==> src/design/tccs_pkg.sv <==
// ----------------------------------------------------------------------------
// Text console package
// Shared constants, codes, result type and cell packing.
// ----------------------------------------------------------------------------
package tccs_pkg;

  localparam int SCREEN_WIDTH_DEF  = 80;
  localparam int SCREEN_HEIGHT_DEF = 25;

  localparam int CELL_W      = 16;
  localparam int CFG_INDEX_W = 1;
  localparam int CFG_DATA_W  = 4;
  localparam int IN_W        = 24;
  localparam int OUT_W       = 32;

  localparam logic [1:0] CMD_PUT   = 2'd0;
  localparam logic [1:0] CMD_CLEAR = 2'd1;
  localparam logic [1:0] CMD_READ  = 2'd2;

  localparam logic [CFG_INDEX_W-1:0] REG_FG = 1'd0;
  localparam logic [CFG_INDEX_W-1:0] REG_BG = 1'd1;

  localparam logic [3:0] FG_RESET = 4'd15;
  localparam logic [3:0] BG_RESET = 4'd0;

  localparam logic [7:0] CHAR_NEWLINE = 8'h0A;
  localparam logic [7:0] CHAR_BLANK   = 8'h20;

  typedef enum logic [2:0] {
    ST_IDLE,
    ST_SCROLL,
    ST_DRAIN,
    ST_FILL,
    ST_PUT,
    ST_CLEAR,
    ST_READ
  } state_t;

  typedef struct packed {
    logic        scrolled;
    logic [15:0] cell_data;
    logic [6:0]  cursor_col;
    logic [4:0]  cursor_row;
  } res_t;

  function automatic logic [CELL_W-1:0] make_cell(input logic [7:0] attr,
                                                  input logic [7:0] ch);
    make_cell = {attr, ch};
  endfunction

endpackage

==> src/design/tccs_ctrl.sv <==
// ----------------------------------------------------------------------------
// Text console sequencer
// Cursor, command decode and sweeps over the screen memory.
// ----------------------------------------------------------------------------
module tccs_ctrl #(
  parameter int SCREEN_WIDTH  = tccs_pkg::SCREEN_WIDTH_DEF,
  parameter int SCREEN_HEIGHT = tccs_pkg::SCREEN_HEIGHT_DEF
) (
  input  logic                                   clk,
  input  logic                                   rst,
  input  logic                                   start,
  input  logic [1:0]                             cmd,
  input  logic [7:0]                             char_code,
  input  logic [10:0]                            cell_index,
  input  logic [7:0]                             attr,
  output logic                                   idle,
  output logic                                   done,
  output tccs_pkg::res_t                         res,
  output logic                                   mem_we,
  output logic [$clog2(SCREEN_WIDTH*SCREEN_HEIGHT)-1:0] mem_waddr,
  output logic [tccs_pkg::CELL_W-1:0]            mem_wdata,
  output logic                                   mem_re,
  output logic [$clog2(SCREEN_WIDTH*SCREEN_HEIGHT)-1:0] mem_raddr,
  input  logic [tccs_pkg::CELL_W-1:0]            mem_rdata
);

  localparam int CELLS  = SCREEN_WIDTH * SCREEN_HEIGHT;
  localparam int ADDR_W = $clog2(CELLS);
  localparam int ROW_W  = $clog2(SCREEN_HEIGHT);
  localparam int COL_W  = $clog2(SCREEN_WIDTH + 1);

  localparam logic [ADDR_W-1:0] W_A       = ADDR_W'(SCREEN_WIDTH);
  localparam logic [ADDR_W-1:0] COPY_LAST = ADDR_W'((SCREEN_HEIGHT - 1) * SCREEN_WIDTH - 1);
  localparam logic [ADDR_W-1:0] BOT_A     = ADDR_W'((SCREEN_HEIGHT - 1) * SCREEN_WIDTH);
  localparam logic [ADDR_W-1:0] LAST_A    = ADDR_W'(CELLS - 1);
  localparam logic [ROW_W-1:0]  ROW_LAST  = ROW_W'(SCREEN_HEIGHT - 1);
  localparam logic [COL_W-1:0]  COL_END   = COL_W'(SCREEN_WIDTH);

  tccs_pkg::state_t state, state_next;

  logic [ROW_W-1:0]  row;
  logic [COL_W-1:0]  col;
  logic [ADDR_W-1:0] cnt;
  logic [ADDR_W-1:0] copy_addr;
  logic [7:0]        ch;
  logic              put_pend;
  logic              scr;
  logic              copy_pend;

  logic              is_nl;
  logic              wrap;
  logic              at_bottom;
  logic              idx_ok;
  logic [ROW_W-1:0]  row_inc;
  logic [COL_W-1:0]  col_inc;
  logic [ADDR_W-1:0] cur_addr;
  logic [tccs_pkg::CELL_W-1:0] blank;

  assign is_nl     = (char_code == tccs_pkg::CHAR_NEWLINE);
  assign wrap      = (col == COL_END);
  assign at_bottom = (row == ROW_LAST);
  assign idx_ok    = (32'(cell_index) < 32'(CELLS));
  assign row_inc   = row + 1'b1;
  assign col_inc   = col + 1'b1;
  assign cur_addr  = ADDR_W'(row) * W_A + ADDR_W'(col);
  assign blank     = tccs_pkg::make_cell(attr, tccs_pkg::CHAR_BLANK);
  assign idle      = (state == tccs_pkg::ST_IDLE);

  always_comb begin
    state_next = state;
    case (state)
      tccs_pkg::ST_IDLE: begin
        if (start) begin
          case (cmd)
            tccs_pkg::CMD_PUT: begin
              if ((is_nl || wrap) && at_bottom) begin
                state_next = tccs_pkg::ST_SCROLL;
              end else if (!is_nl && wrap) begin
                state_next = tccs_pkg::ST_PUT;
              end
            end
            tccs_pkg::CMD_CLEAR: state_next = tccs_pkg::ST_CLEAR;
            tccs_pkg::CMD_READ: begin
              if (idx_ok) begin
                state_next = tccs_pkg::ST_READ;
              end
            end
            default: state_next = tccs_pkg::ST_IDLE;
          endcase
        end
      end
      tccs_pkg::ST_SCROLL: begin
        if (cnt == COPY_LAST) begin
          state_next = tccs_pkg::ST_DRAIN;
        end
      end
      tccs_pkg::ST_DRAIN: state_next = tccs_pkg::ST_FILL;
      tccs_pkg::ST_FILL: begin
        if (cnt == LAST_A) begin
          state_next = put_pend ? tccs_pkg::ST_PUT : tccs_pkg::ST_IDLE;
        end
      end
      tccs_pkg::ST_PUT: state_next = tccs_pkg::ST_IDLE;
      tccs_pkg::ST_CLEAR: begin
        if (cnt == LAST_A) begin
          state_next = tccs_pkg::ST_IDLE;
        end
      end
      tccs_pkg::ST_READ: state_next = tccs_pkg::ST_IDLE;
      default: state_next = tccs_pkg::ST_IDLE;
    endcase
  end

  always_comb begin
    mem_we         = 1'b0;
    mem_waddr      = cur_addr;
    mem_wdata      = blank;
    mem_re         = 1'b0;
    mem_raddr      = cnt + W_A;
    done           = 1'b0;
    res            = '0;
    res.cursor_row = 5'(row);
    res.cursor_col = 7'(col);
    if (copy_pend) begin
      mem_we    = 1'b1;
      mem_waddr = copy_addr;
      mem_wdata = mem_rdata;
    end
    case (state)
      tccs_pkg::ST_IDLE: begin
        if (start) begin
          case (cmd)
            tccs_pkg::CMD_PUT: begin
              if (!is_nl && !wrap) begin
                mem_we         = 1'b1;
                mem_wdata      = tccs_pkg::make_cell(attr, char_code);
                done           = 1'b1;
                res.cursor_col = 7'(col_inc);
              end else if (is_nl && !at_bottom) begin
                done           = 1'b1;
                res.cursor_row = 5'(row_inc);
                res.cursor_col = '0;
              end
            end
            tccs_pkg::CMD_CLEAR: done = 1'b0;
            tccs_pkg::CMD_READ: begin
              if (idx_ok) begin
                mem_re    = 1'b1;
                mem_raddr = ADDR_W'(cell_index);
              end else begin
                done = 1'b1;
              end
            end
            default: done = 1'b1;
          endcase
        end
      end
      tccs_pkg::ST_SCROLL: mem_re = 1'b1;
      tccs_pkg::ST_DRAIN: mem_re = 1'b0;
      tccs_pkg::ST_FILL: begin
        mem_we    = 1'b1;
        mem_waddr = cnt;
        mem_wdata = blank;
        if (cnt == LAST_A && !put_pend) begin
          done         = 1'b1;
          res.scrolled = 1'b1;
        end
      end
      tccs_pkg::ST_PUT: begin
        mem_we         = 1'b1;
        mem_wdata      = tccs_pkg::make_cell(attr, ch);
        done           = 1'b1;
        res.cursor_col = 7'(col_inc);
        res.scrolled   = scr;
      end
      tccs_pkg::ST_CLEAR: begin
        mem_we    = 1'b1;
        mem_waddr = cnt;
        mem_wdata = blank;
        if (cnt == LAST_A) begin
          done = 1'b1;
        end
      end
      tccs_pkg::ST_READ: begin
        done          = 1'b1;
        res.cell_data = mem_rdata;
      end
      default: done = 1'b0;
    endcase
  end

  always_ff @(posedge clk) begin
    if (rst) begin
      state     <= tccs_pkg::ST_IDLE;
      row       <= '0;
      col       <= '0;
      put_pend  <= 1'b0;
      scr       <= 1'b0;
      copy_pend <= 1'b0;
    end else begin
      state     <= state_next;
      copy_pend <= (state == tccs_pkg::ST_SCROLL);
      case (state)
        tccs_pkg::ST_IDLE: begin
          if (start) begin
            case (cmd)
              tccs_pkg::CMD_PUT: begin
                if (!is_nl && !wrap) begin
                  col <= col_inc;
                end else begin
                  col      <= '0;
                  put_pend <= !is_nl;
                  if (at_bottom) begin
                    scr <= 1'b1;
                  end else begin
                    row <= row_inc;
                    scr <= 1'b0;
                  end
                end
              end
              tccs_pkg::CMD_CLEAR: begin
                row <= '0;
                col <= '0;
              end
              default: row <= row;
            endcase
          end
        end
        tccs_pkg::ST_PUT: col <= col_inc;
        default: col <= col;
      endcase
    end
  end

  always_ff @(posedge clk) begin
    case (state)
      tccs_pkg::ST_IDLE: begin
        cnt <= '0;
        if (start) begin
          ch <= char_code;
        end
      end
      tccs_pkg::ST_SCROLL: begin
        copy_addr <= cnt;
        cnt       <= (cnt == COPY_LAST) ? BOT_A : cnt + 1'b1;
      end
      tccs_pkg::ST_FILL:  cnt <= cnt + 1'b1;
      tccs_pkg::ST_CLEAR: cnt <= cnt + 1'b1;
      default:            cnt <= cnt;
    endcase
  end

endmodule

==> config.mk <==
export PLATFORM = sky130hd
export DESIGN_NAME = tccs_ctrl
export DESIGN_NICKNAME = d
export VERILOG_FILES = /design/src/design/tccs_pkg.sv /design/src/design/tccs_ctrl.sv
export SDC_FILE = /design/constraint.sdc
export NUM_CORES = 1
export LEC_CHECK = 0
export BUFFER_PORTS_ARGS = -buffer_cell sky130_fd_sc_hd__buf_4
export CAP_MARGIN = 20
export CORE_MARGIN = 1.5
export CORE_UTILIZATION = 53
export CTS_BUF_LIST = sky130_fd_sc_hd__clkbuf_4
export DETAILED_ROUTE_END_ITERATION = 8
export PLACE_DENSITY = 0.93
export SYNTH_ARGS = -nofsm -noshare
export SYNTH_HDL_FRONTEND = slang
export SYNTH_SLANG_ARGS = --single-unit
==> constraint.sdc <==
create_clock -name clk -period 2.96 [get_ports clk]
set_input_delay 0 -clock clk [delete_from_list [all_inputs] [get_ports clk]]
set_output_delay 0 -clock clk [all_outputs]
set_load 0.1 [all_outputs]
# Word-level counts from Yosys, hierarchy flattened
# Index checks and enable logic that the tools add are counted.
# totals
out_inout_bits	71
wordCells	119
regBits	48
in_bits	48
# op_classes
addsub	5
reduce_logical	23
n_mux	57
order_cmp	1
eq_ne	22
bitwise	1
multipliers	1
# op_table
operator	count
$mux W16	5
$mux W11	7
$pmux W16 S3	1
$pmux W7 S2	3
$mux W12	3
$pmux W11 S3	1
$mux W3	8
$eq A11 B11 Y1 const B	2
$mux W7	3
$mux W5	4
$pmux W3 S5	1
$mux W1	14
$add A11 B1 Y11 const B	1
$add A11 B7 Y11	1
$add A11 B7 Y11 const B	1
$lt A11 B11 Y1 const B	1
$ne A2 B2 Y1 const B	5
$pmux W5 S2	1
$eq A3 B3 Y1 const B	3
$pmux W3 S3	1
$eq A8 B4 Y1 const B	1
$add A7 B1 Y7 const B	1
$eq A7 B7 Y1 const B	1
$mul A5 B3 Y7 const B	1
other kinds (28)	40

# Depth between registers and ports, before layout
# Gate-level depths: netlist (run 1).
# logic_depth
depth_word	8
ltp_mapped	9
mapped_depth_nobuf	9

# Worst setup path after synthesis (run 1)
# OpenSTA, ideal clock, no wires.
# synth_timing
path_kind	reg2out
from	register state[0]
to	output port mem_re
slack_ps	-1556
path_stages_with_launch	8
arrival_ps	4516
t_required_ps	2960
path_buffers	1
path_cell_list	dfxtp_1 -> or3_1 -> clkbuf_1 -> inv_1 -> nand2_1 -> inv_1 -> nand3_1 -> a21boi_0
# synth_between
elab_chain_len	2
# synth_lines
element	line_no	source
start, declared	tccs_ctrl.sv:39	tccs_pkg::state_t state, state_next;
start signal, assigned	tccs_ctrl.sv:194	state <= tccs_pkg::ST_IDLE;
start signal, assigned	tccs_ctrl.sv:201	state <= state_next;
$logic_not A3 Y1	n/a	
named net idle	tccs_ctrl.sv:16	output logic idle,
$pmux W1 S2	tccs_ctrl.sv:129	case (state)
end, declared	tccs_ctrl.sv:22	output logic mem_re,
# The timed path passes the listed nets, and every way through them passes these cells.

# Worst setup path after layout (run 1)
# layout_timing
from	input port char_code[6]
to	output port mem_wdata[15] in the netlist's numbering
# layout_between
elab_chain_len	7
# layout_lines
element	line_no	source
start, declared	tccs_ctrl.sv:13	input logic [7:0] char_code,
$eq A8 B4 Y1	tccs_ctrl.sv:59	assign is_nl = (char_code == tccs_pkg::CHAR_NEWLINE);
$logic_not A1 Y1	tccs_ctrl.sv:134	if (!is_nl && !wrap) begin
$logic_and A1 B1 Y1	tccs_ctrl.sv:134	
$mux W16	tccs_ctrl.sv:134	
$mux W16	tccs_ctrl.sv:132	case (cmd)
$mux W16	tccs_ctrl.sv:131	if (start) begin
$pmux W16 S3	tccs_ctrl.sv:129	
end, declared	tccs_ctrl.sv:21	output logic [tccs_pkg::CELL_W-1:0] mem_wdata,
# No other way between the ends.

==> impl_summary.md, run 1 <==
Place
The count of buffers added on input and output ports is ~120. Summing all placed instances gives a cell area of just under 0.005 mm^2. The detailed placer's ending HPWL is just over 8 mm. At the placement stage, the worst setup path has a slack of around 330 ps. The global placement routability congestion is ~0.94.

Power
The power per unit of standard cell area is roughly 730 mW/mm^2. The highest ir drop seen on vdd is between 0.9 and 1 mV. In this run the static leakage power is about 2.3 nW. Power comes to ~3.7 mW.

Final layout
In the layout the commonest cells are buf_4, nor2_1, nand2_1. At the end of the flow, the number of nets in the layout was ~630. Fill cells in the final layout number 499. The commonest non-fill, non-tap cell in the layout is buf_4. The layout cell share with drive strength beyond 1 is 0.342. With fillers left out, the area of the finished cells amounts to around 0.0051 mm^2. The area added between synthesis and finish is 36.5%.

The antenna cell count is 0.

Clock tree
At the later pin of the worst-skew pair, clock insertion delay measures between 300 and 400 ps. Clock-pin slew was measured on the worst setup and hold paths at about 140 ps. The cell at the root of the clock tree is clkbuf_4. The number of buffers on the longest clock path is 2. Clock tree synthesis found a total of 48 sinks. The TritonCTS clock tree is built.

The number of buffers created by CTS is 5. The clock tree synthesis step divided the H-tree into 2 levels.

STA
Summed over all failing endpoints, the final setup total negative slack is 0 ps. The measured slew at the worst slew-check pin is between 600 and 700 ps. Measured against its own limit, the worst slew margin works out to 0.551. The post-route clock period utilization is 0.952.

The setup slack of the critical path after layout is around 140 ps. On the final layout, the worst clock skew is ~17 ps. Setup repair after global routing left no endpoint under its margin. Setup violations remaining at the end of the flow were counted as 0.

The number of hold-slack violations in the final timing report is 0. Counting I/O delays and the setup requirement, the final critical path takes 2820 ps. The number of pins exceeding their max-slew limit in the final report is 0. The worst slack on hold paths is around 96 ps. The maximum clock frequency is 0.355 GHz.

Route
The residual DRC count is 0. After the first detailed-routing iteration, the DRC count stood at around 230. The detailed-routing iteration count for the pre-antenna-repair pass is 5. The routed design uses 765 um of met3 wire.

The via density per instance is roughly 5.7. The detailed-routing wirelength on met1 is around 4.2 mm. Dividing the detail-routed wire length by the instance count gives around 16 um. In this run the top signal layer used is met4. The number of vias after detailed routing is about 3700. The remaining antenna violation count is 0.

In the detailed route, the total length drawn on met2 is approximately 5.3 mm. The wire length after detailed routing is roughly 10 mm.

Synthesis
The fraction of registers with async set/reset is 0. For this run, the leading register cell type out of synthesis is edfxtp_1. During synthesis, Yosys emitted a total of 0 warnings.

The dominant cell type by area after synthesis is edfxtp_1. By area the synthesized netlist is led by edfxtp_1, dfxtp_1, ha_1. Of the post-synthesis cell area, the dominant cell type holds 0.242. Counting every net in the synthesized netlist gives 500. The post-synthesis instance total is approximately 430. The total of flip-flops plus latches after synthesis is 48. Counting distinct cell types in the post-synthesis netlist gives between 50 and 60. The total standard cell area after synthesis is 0.00372 mm^2. For this run, the register share of the synthesized area comes to 0.339.

Counting flops with a built-in enable in the synthesized netlist gives 30. The average instance in the mapped netlist occupies around 8.7 um^2.

GRT
Entering global routing, the biggest net connects 22 pins. The first global-routing pass estimated approximately 16 mm of wire. The via count of the first global-routing pass came to roughly 3500. The overall global routing resource usage is 0.274.

The initial antenna violation count came to 0. For this run the aggregate overflow at the end of global routing stands at 0.

Die
The floorplan has 30 rows. The total area inside the core boundary comes to a little under 0.007 mm^2. The floorplan step defined a die boundary enclosing approximately 0.0075 mm^2. The number of top-level pins is ~120. From left edge to right edge, the die measures 86.8 um. The initial utilization of the core area, before any placement, comes to 0.548. From bottom edge to top edge, the die measures about 87 um.

Hold path
The worst hold path passes through 4 cells. The end point of the most critical hold path is state[0]. The worst min-delay path category is in2reg. The startpoint identified for the worst hold timing path is cmd[0].

Critical path
The critical path data required time is about 3000 ps. The number of cell instances on the worst register-to-register path is 9. The category of the most critical setup path is in2out.

The launch point of the worst reg-to-reg path is col[0]. The arrival time of the worst setup path is between 2000 and 3000 ps. The worst setup path is captured at a primary output. The worst register-to-register path ends at col[4].

The biggest fanout along the worst timing path is 12. The setup slack of the most critical reg-to-reg path is 380 ps. The worst setup path is launched from an input pin.

Flow run
Across the run, the number of max-cap violations was 0.

Status
The flow ran to the end, and the final reports show no timing, DRC or antenna violations.
## power by group
group | internal (mW) | switching, mW | total [mW]
Combinational | 0.564 | 1.76 | 2.32
Sequential | 0.889 | 0.168 | 1.06
Clock | 0.102 | 0.216 | 0.317
Total | 1.55 | 2.14 | 3.69
## synthesized netlist by cell type, drive strengths merged, types with 5 or more instances
cell type,count
mux2,14
nand2,40
a31oi,9
and2,18
clkbuf,17
xor2,15
o21ai,29
nor3,5
buf,7
and3,20
dfxtp,18
xnor2,10
ha,21
a21o,7
mux2i,9
edfxtp,30
a21oi,32
a221o,7
inv,17
nand3,16
nor2,42
## metrics by stage
step,std cells,util
finish,652,0.748
global route,652,0.748
CTS,648,0.736
detailed placement,631,0.714
global placement,631,0.714
floorplan,429,-
## per-layer routing
layer  vias up  track usage
li1       1798            -
met1      1725        0.339
met2       176        0.493
met3        13       0.0457
met4         0       0.0718
met5         -            0
## sequential cells by signal (all words and copies together), names as in the netlist
signal,count
copy_pend,1
col,7
copy_addr,11
scr,1
row,5
ch,8
state,3
cnt,11
put_pend,1
## layout make-up
type	instances	area, um^2	share of cell area
multi-input combinational	339	2450	0.483
sequential	48	1270	0.250
timing repair buffer	143	1110	0.218
tap	96	120	0.0236
inverter	18	71.3	0.0140
clock buffer	6	45.0	0.00887
clock inverter	2	12.5	0.00246
## cell families (layout without fill, tap and decap cells)
kind of cell	Yosys count	in the layout	share of synthesized area
simple gates	164	164	0.232
compound gates	104	104	0.174
fa+ha+maj	23	23	0.0814
buf+inv	42	169	0.0484
mux	23	23	0.0666
flops	48	48	0.339
xor+xnor	25	25	0.0588
## worst max-delay path by stage
stage,to,from,slack [ps],cells past startpoint
finish,mem_wdata[15],char_code[6],140,9
global route,mem_wdata[13],char_code[6],0.2,9
CTS,mem_wdata[15],char_code[6],20,9
detailed placement,mem_waddr[10],row[1],330,10
global placement,mem_waddr[10],row[1],430,10
floorplan,mem_raddr[10],state[0],-130,8
## timing repair
item / 4_1_cts / 5_1_grt
buffers inserted: 0 / 4
pin swaps: 0 / 6
cloned: 0 / 0
resized for setup: 3 / 11
endpoints found under the setup margin: 1 / 14
hold buffers: 9 / 0
endpoints found under the hold margin: 20 / 0
## critical path, cell delays in order
cell and delay [ps]:
dlygate4sd3_1 530, buf_4 140, or4_4 490, nor2_4 300
nor3_1 100, o22ai_1 320, and2_2 340, mux2_2 360
buf_4 230
Note: power is estimated with default switching activity, not from simulation.
==> inputs of run 2 (changes only) <==
--- a/config.mk
+++ b/config.mk
@@ -10,6 +10,6 @@
 export CORE_MARGIN = 1.5
-export CORE_UTILIZATION = 53
+export CORE_UTILIZATION = 48
 export CTS_BUF_LIST = sky130_fd_sc_hd__clkbuf_4
 export DETAILED_ROUTE_END_ITERATION = 8
-export PLACE_DENSITY = 0.93
+export PLACE_DENSITY = 0.89
 export SYNTH_ARGS = -nofsm -noshare
==> constraint.sdc (replaced) <==
create_clock -name clk -period 2.55 [get_ports clk]
set_input_delay 0.1275 -clock clk [delete_from_list [all_inputs] [get_ports clk]]
set_output_delay 0.1275 -clock clk [all_outputs]
set_load 0.1 [all_outputs]
==> impl_summary.md, run 2 (same netlist as run 1, synthesis figures left out) <==
Clock tree
The insertion delay of the later-clocked pin in the worst-skew pair is ~400 ps. No sink is reached through more buffers than the 2 on the longest clock path. The cell at the root of the clock tree is clkbuf_4.

The number of buffers created by CTS is 5. The clock-pin slew on the worst setup and hold paths is approximately 160 ps. The number of H-tree branching levels is 2. The count of clock tree sinks is between 40 and 50. TritonCTS built the clock tree.

Final layout
Counting the fill cells in the layout gives 375. The largest registers in the layout are cnt x11, copy_addr x11, ch x8. The commonest non-fill, non-tap cell in the layout is buf_4.

Leaving out fill and tap cells, the most frequent cells in the layout are buf_4, nor2_1, nand2_1. The layout cell share with drive strength beyond 1 is 0.480. The area added between synthesis and finish is 64.6%.

At the end of the flow, the number of nets in the layout was approximately 660. The count of placed standard cells in the final layout, fillers left out is 694.

GRT
The first global-routing pass estimated about 22 mm of wire. Entering global routing, the biggest net connects 22 pins. The initial antenna violation count was 1. After global routing the overflow that remains totals 0. The overall global routing resource usage is 0.337. The via count of the first global-routing pass is 4149.

Route
The count of nets left with antenna violations once routing finished came out at 0. Summed over all layers, the routed wires come to between 15 and 20 mm. Dividing the detail-routed wire length by the instance count gives around 22 um.

The number of vias after detailed routing is 4384. The initial detailed-routing violation count is approximately 430. The residual DRC count is 0. The detailed-routing iteration count for the pre-antenna-repair pass is 5.

After detailed routing, the number of vias per cell comes to between 6 and 7.

Place
The cell count after placement is 658. Buffers placed on the I/O ports in this run total between 100 and 150. The placement-stage worst setup slack is 22.9 ps. The detailed placer's ending HPWL is between 8 and 9 mm. The congestion estimate from routability-driven global placement came to ~0.95.

Critical path
The delay contributed by the slowest stage of the critical path is about 550 ps. Of all nets on the critical path, the largest fanout is 2. The arrival time of the worst setup path is about 2800 ps. On the critical path, the stage with the largest delay is an instance of fa_2. The kind of end point of the critical path is a primary output. Walking the worst path, the cells encountered are ha_4 -> ha_4 -> fa_2 -> o2111ai_2 -> xnor2_1 -> xnor2_1 -> mux2i_1 -> o21ai_4 -> buf_12. Counting both buffers and inverters, the worst setup path holds a total of 1.

STA classifies the critical path startpoint as a register. The family with the most delay on the worst path is adder cells. At the worst endpoint, the required time is roughly 2400 ps. The critical path in this run is classified as reg2out.

STA
The number of hold-slack violations in the final timing report is 0. The final-layout setup total negative slack is -3670 ps. The measured slew at the worst slew-check pin is 623 ps. The number of pins exceeding their max-slew limit in the final report was 0. The setup slack of the critical path after layout is -405 ps.

The headroom to the max-slew limit is 0.579. Of the available clock period, the critical path in the final layout requires 1.16. Setup violations remaining at the end of the flow were counted as 28. The shortest period the worst path allows is ~3000 ps. Across the routed clock network, the largest skew measured is between 15 and 20 ps. Setup repair after global routing could not meet its margin everywhere. The maximum clock frequency is roughly 0.34 GHz.

Status
The flow ran to the end, but the final reports show violations. The checks that failed: setup timing.

Hold path
The worst min-delay path category is in2reg.

Die
The core region is ~0.0074 mm^2. After floorplanning, the core was divided into 31 placement rows. From bottom edge to top edge, the die measures 91.0 um. The die area is around 0.0083 mm^2. The chip width is 91.0 um. For this configuration, the core starts out at a cell density of 0.505. The number of top-level pins is ~120.

Flow run
The max-cap violation count is 0.

Power
VDD sags by at most about 1.4 mV. The leakage power is around 2.7 nW. The power per unit of standard cell area is about 810 mW/mm^2.
==> run 2: changes by cell type in the layout (fill, tap and decap cells not counted), sizes merged <==
cell         before  now
clkinv            3    2
diode             0    1
buf             134  173
bufinv            0    1
dlygate4sd3       9    8
clkinvlp          1    2
clkbuf            6    5
==> run 2: worst paths after layout <==
| path | start | slack [ps] | end | cells past startpoint |
|---|---|---|---|---|
| max | row[3] | -400 | mem_waddr[10] | 9 |
| min | rst | 40 | col[1] | 2 |
| max reg2reg | col[0] | 80 | state[2] | 11 |
| min reg2reg | scr | 550 | scr | 2 |
==> run 2: what timing repair did <==
item | 4_1_cts | 5_1_grt
endpoints found under the hold margin | 8 | 0
gates resized for setup | 97 | 40
setup endpoints to repair | 41 | 40
hold buffers | 8 | 0
pin swaps | 29 | 15
setup buffers | 10 | 9
==> run 2: per-layer routing <==
layer | part of all wire | GRT usage | wire length [um]
met5 | 0 | 0 | 0
met4 | 0.056 | 0.148 | 859
met3 | 0.095 | 0.0796 | 1460
met2 | 0.49 | 0.581 | 7610
met1 | 0.35 | 0.397 | 5470
==> run 2: metrics by stage <==
| step | cell area, um^2 | util | power, mW | hold slack [ps] |
|---|---|---|---|---|
| 4_1_cts | 5890 | 0.800 | 4.70 | 21.7 |
| 5_1_grt | 6120 | 0.831 | 5.09 | 21.2 |
| 2_1_floorplan | 4100 | - | 3.40 | 197 |
| 6_report | 6120 | 0.831 | 4.97 | 39.4 |
| 3_3_place_gp | 5260 | 0.714 | 4.00 | 326 |
| 3_5_place_dp | 5260 | 0.714 | 4.05 | 328 |
==> run 2: area by class of cell <==
type	instances	area [um^2]	share of cell area
well taps	99	124	0.0202
multi-input cells	339	2800	0.457
clock inverters	3	42.5	0.00695
clock buffers	5	37.5	0.00613
flip-flops and latches	48	1280	0.208
diodes	1	2.50	0.000409
inverters	18	78.8	0.0129
repair buffers	181	1760	0.288
==> run 2: power by group <==
group | internal [mW] | switching, mW
Sequential | 1.03 | 0.158
Clock | 0.205 | 0.282
Combinational | 0.993 | 2.30
==> inputs of run 3 (changes only) <==
Settings changed: CORE_UTILIZATION 48 to 57, PLACE_DENSITY 0.89 to 0.95.
Clock period 2.55 ns to 3.45 ns, I/O delays scaled along.
==> impl_summary.md, run 3 (same netlist as run 1, synthesis figures left out) <==
Status
The flow ran to the end, and the final reports show no timing, DRC or antenna violations.

Critical path
The endpoint identified for the worst register-to-register timing path is col[4]. The critical path startpoint category is a register. The category of the most critical setup path is reg2out. The arrival time of the worst setup path is about 3200 ps. STA puts the critical path data required time at approximately 3300 ps. The number of cells on the worst reg-to-reg path is 8. The worst setup path is captured at a primary output. The setup slack of the most critical reg-to-reg path is 660 ps. The launch point of the worst reg-to-reg path is col[0].

The biggest fanout along the worst timing path is 11.

STA
Subtracting the final worst setup slack from the clock period gives 3320 ps. The setup slack of the critical path after layout is ~130 ps. In this run the tightest slew margin relative to its limit is 0.417. Adding up every negative setup slack in the final design gives 0 ps. The measured slew at the worst slew-check pin is 867 ps. On the final layout, the worst clock skew is 19.6 ps. Setup violations remaining at the end of the flow were counted as 0.

The number of pins exceeding their max-slew limit in the final report is 0. The maximum clock frequency is about 0.30 GHz. The number of hold-slack violations in the final timing report is 0. The post-route clock period utilization is 0.962. Setup repair after global routing left no endpoint under its margin.

Route
The wire length after detailed routing is 11.0 mm. The detailed router finished its first iteration with just over 400 violations. The residual DRC count is 0.

The detailed-routing iteration count for the pre-antenna-repair pass is 5. The remaining antenna violation count is 0. Dividing the detail-routed via count by the number of cells gives 6.23. The mean routed wirelength per cell is 17.7 um.

Across all layers, the routed design uses approximately 3900 vias.

Power
The analysis attributes to cell leakage a power of roughly 2.2 nW. Cell internal power was estimated by the tool at ~1.4 mW. The highest ir drop seen on vdd is approximately 0.93 mV.

The share of power burned in the clock network is 0.110. The fraction of power spent switching nets is 0.572. The sequential share of power is 0.282.

The power per unit of standard cell area is ~660 mW/mm^2. The total power consumption of the routed design is between 3 and 4 mW. The portion of total power attributed to combinational logic is 0.608. The net switching component of the power is between 1.5 and 2 mW.

Place
The placed cell area is around 0.0047 mm^2. Port buffering added roughly 120 buffers. The global placement routability congestion is 0.916. Before CTS, the worst setup slack after placement is 459 ps.

The detailed placer's ending HPWL is approximately 8.0 mm.

Final layout
The utilization after layout is 0.775. The library cell used most frequently in the layout, excluding fill and tap cells, is buf_4. The library cells used most frequently in the layout, excluding fill and tap cells, are buf_4, nor2_1, nand2_1. In the final design database the tool counted 614 nets. The layout cell share with drive strength beyond 1 is 0.300.

After filler insertion, the fill cell instance count of the layout stands at around 420. In the final layout, the registers with the most flip-flops are cnt x11, copy_addr x11, ch x8. Once layout is done, the placed cells without fillers occupy 0.00489 mm^2.

Compared with the post-synthesis result, the final layout area differs by 31.5%. The antenna cell count is 0.

Die
The total area inside the core boundary comes to around 0.0063 mm^2. about 120 I/O pins were placed. In this run the core area contains 29 standard-cell rows. The die height is 83.8 um.

The chip width is between 80 and 90 um. The die covers between 0.007 and 0.008 mm^2. For this configuration, the core starts out at a cell density of 0.589.

Flow run
The max-cap violation count is 0.

Hold path
The worst hold path stage count is 2. The startpoint of the lowest-slack hold path is rst. The end point of the most critical hold path is row[3]. The worst hold path belongs to the class in2reg.

Clock tree
In this run the post-CTS setup repair buffer count came out at 0. The count of clock tree sinks is between 40 and 50. The number of H-tree branching levels is 2.

The number of buffers created by CTS is 5. The TritonCTS clock tree is built. Clock-pin slew was measured on the worst setup and hold paths at 160 ps. The number of buffers on the longest clock path is 2. The tree is rooted in a clkbuf_4. The insertion delay of the later-clocked pin in the worst-skew pair is about 380 ps.

GRT
The via count of the first global-routing pass is ~3600. The overall global routing resource usage is 0.307. The first global-routing pass estimated 17.6 mm of wire. The initial antenna violation count is 0. Entering global routing, the biggest net connects 22 pins.

The total overflow left after global routing is 0.
-- run 3: metrics by stage --
step,instances,hold slack [ps]
3_5_place_dp,605,373
5_1_grt,621,73.4
4_1_cts,620,6.71
2_1_floorplan,429,242
3_3_place_gp,605,370
6_report,621,78.1
-- run 3: worst max-delay path by stage --
stage	from	endpoint	slack (ps)	depth (start not counted)
after CTS	col[0]	mem_wdata[15]	40	9
after detailed placement	col[0]	mem_wdata[15]	460	9
after global routing	row[1]	mem_waddr[10]	30	10
after floorplan	state[0]	mem_re	-500	7
after global placement	col[0]	mem_wdata[15]	610	9
final	row[2]	mem_waddr[10]	130	9
-- run 3: power groups by stage --
stage	registers [mW]	clock network (mW)	logic, mW
final	0.917	0.356	1.97
after global routing	0.938	0.377	2.05
after CTS	0.912	0.351	1.96
after detailed placement	0.925	0	1.95
after global placement	0.916	0	1.92
after floorplan	0.843	0	1.62
-- run 3: cell type report --
class / count / area, um^2 / share of cell area
clock inverter: 3 / 46.3 / 0.00946
timing repair buffer: 131 / 1000 / 0.205
clock buffer: 5 / 37.5 / 0.00767
tap: 77 / 96.3 / 0.0197
inverter: 18 / 67.6 / 0.0138
sequential: 48 / 1260 / 0.258
multi-input combinational: 339 / 2380 / 0.486
-- run 3: routing by layer --
layer  vias up  GRT usage  part of all wire
li1       1779          -                 -
met1      1818      0.393              0.38
met2       247      0.523              0.51
met3        23     0.0425             0.086
met4         0      0.124             0.027
met5         -          0                 0
-- run 3: what timing repair did --
item / CTS / global route
hold buffers: 7 / 1
setup endpoints to repair: 0 / 13
resized for setup: 0 / 3
hold endpoints to repair: 7 / 1
-- run 3: worst max-delay path: stages (launching register included) --
cell and delay (ps):
dfxtp_1 600, ha_1 340, fa_1 440, xor2_1 240
o2111ai_1 170, xnor2_1 210, xnor2_1 160, mux2i_1 140
o21ai_2 150, buf_4 310
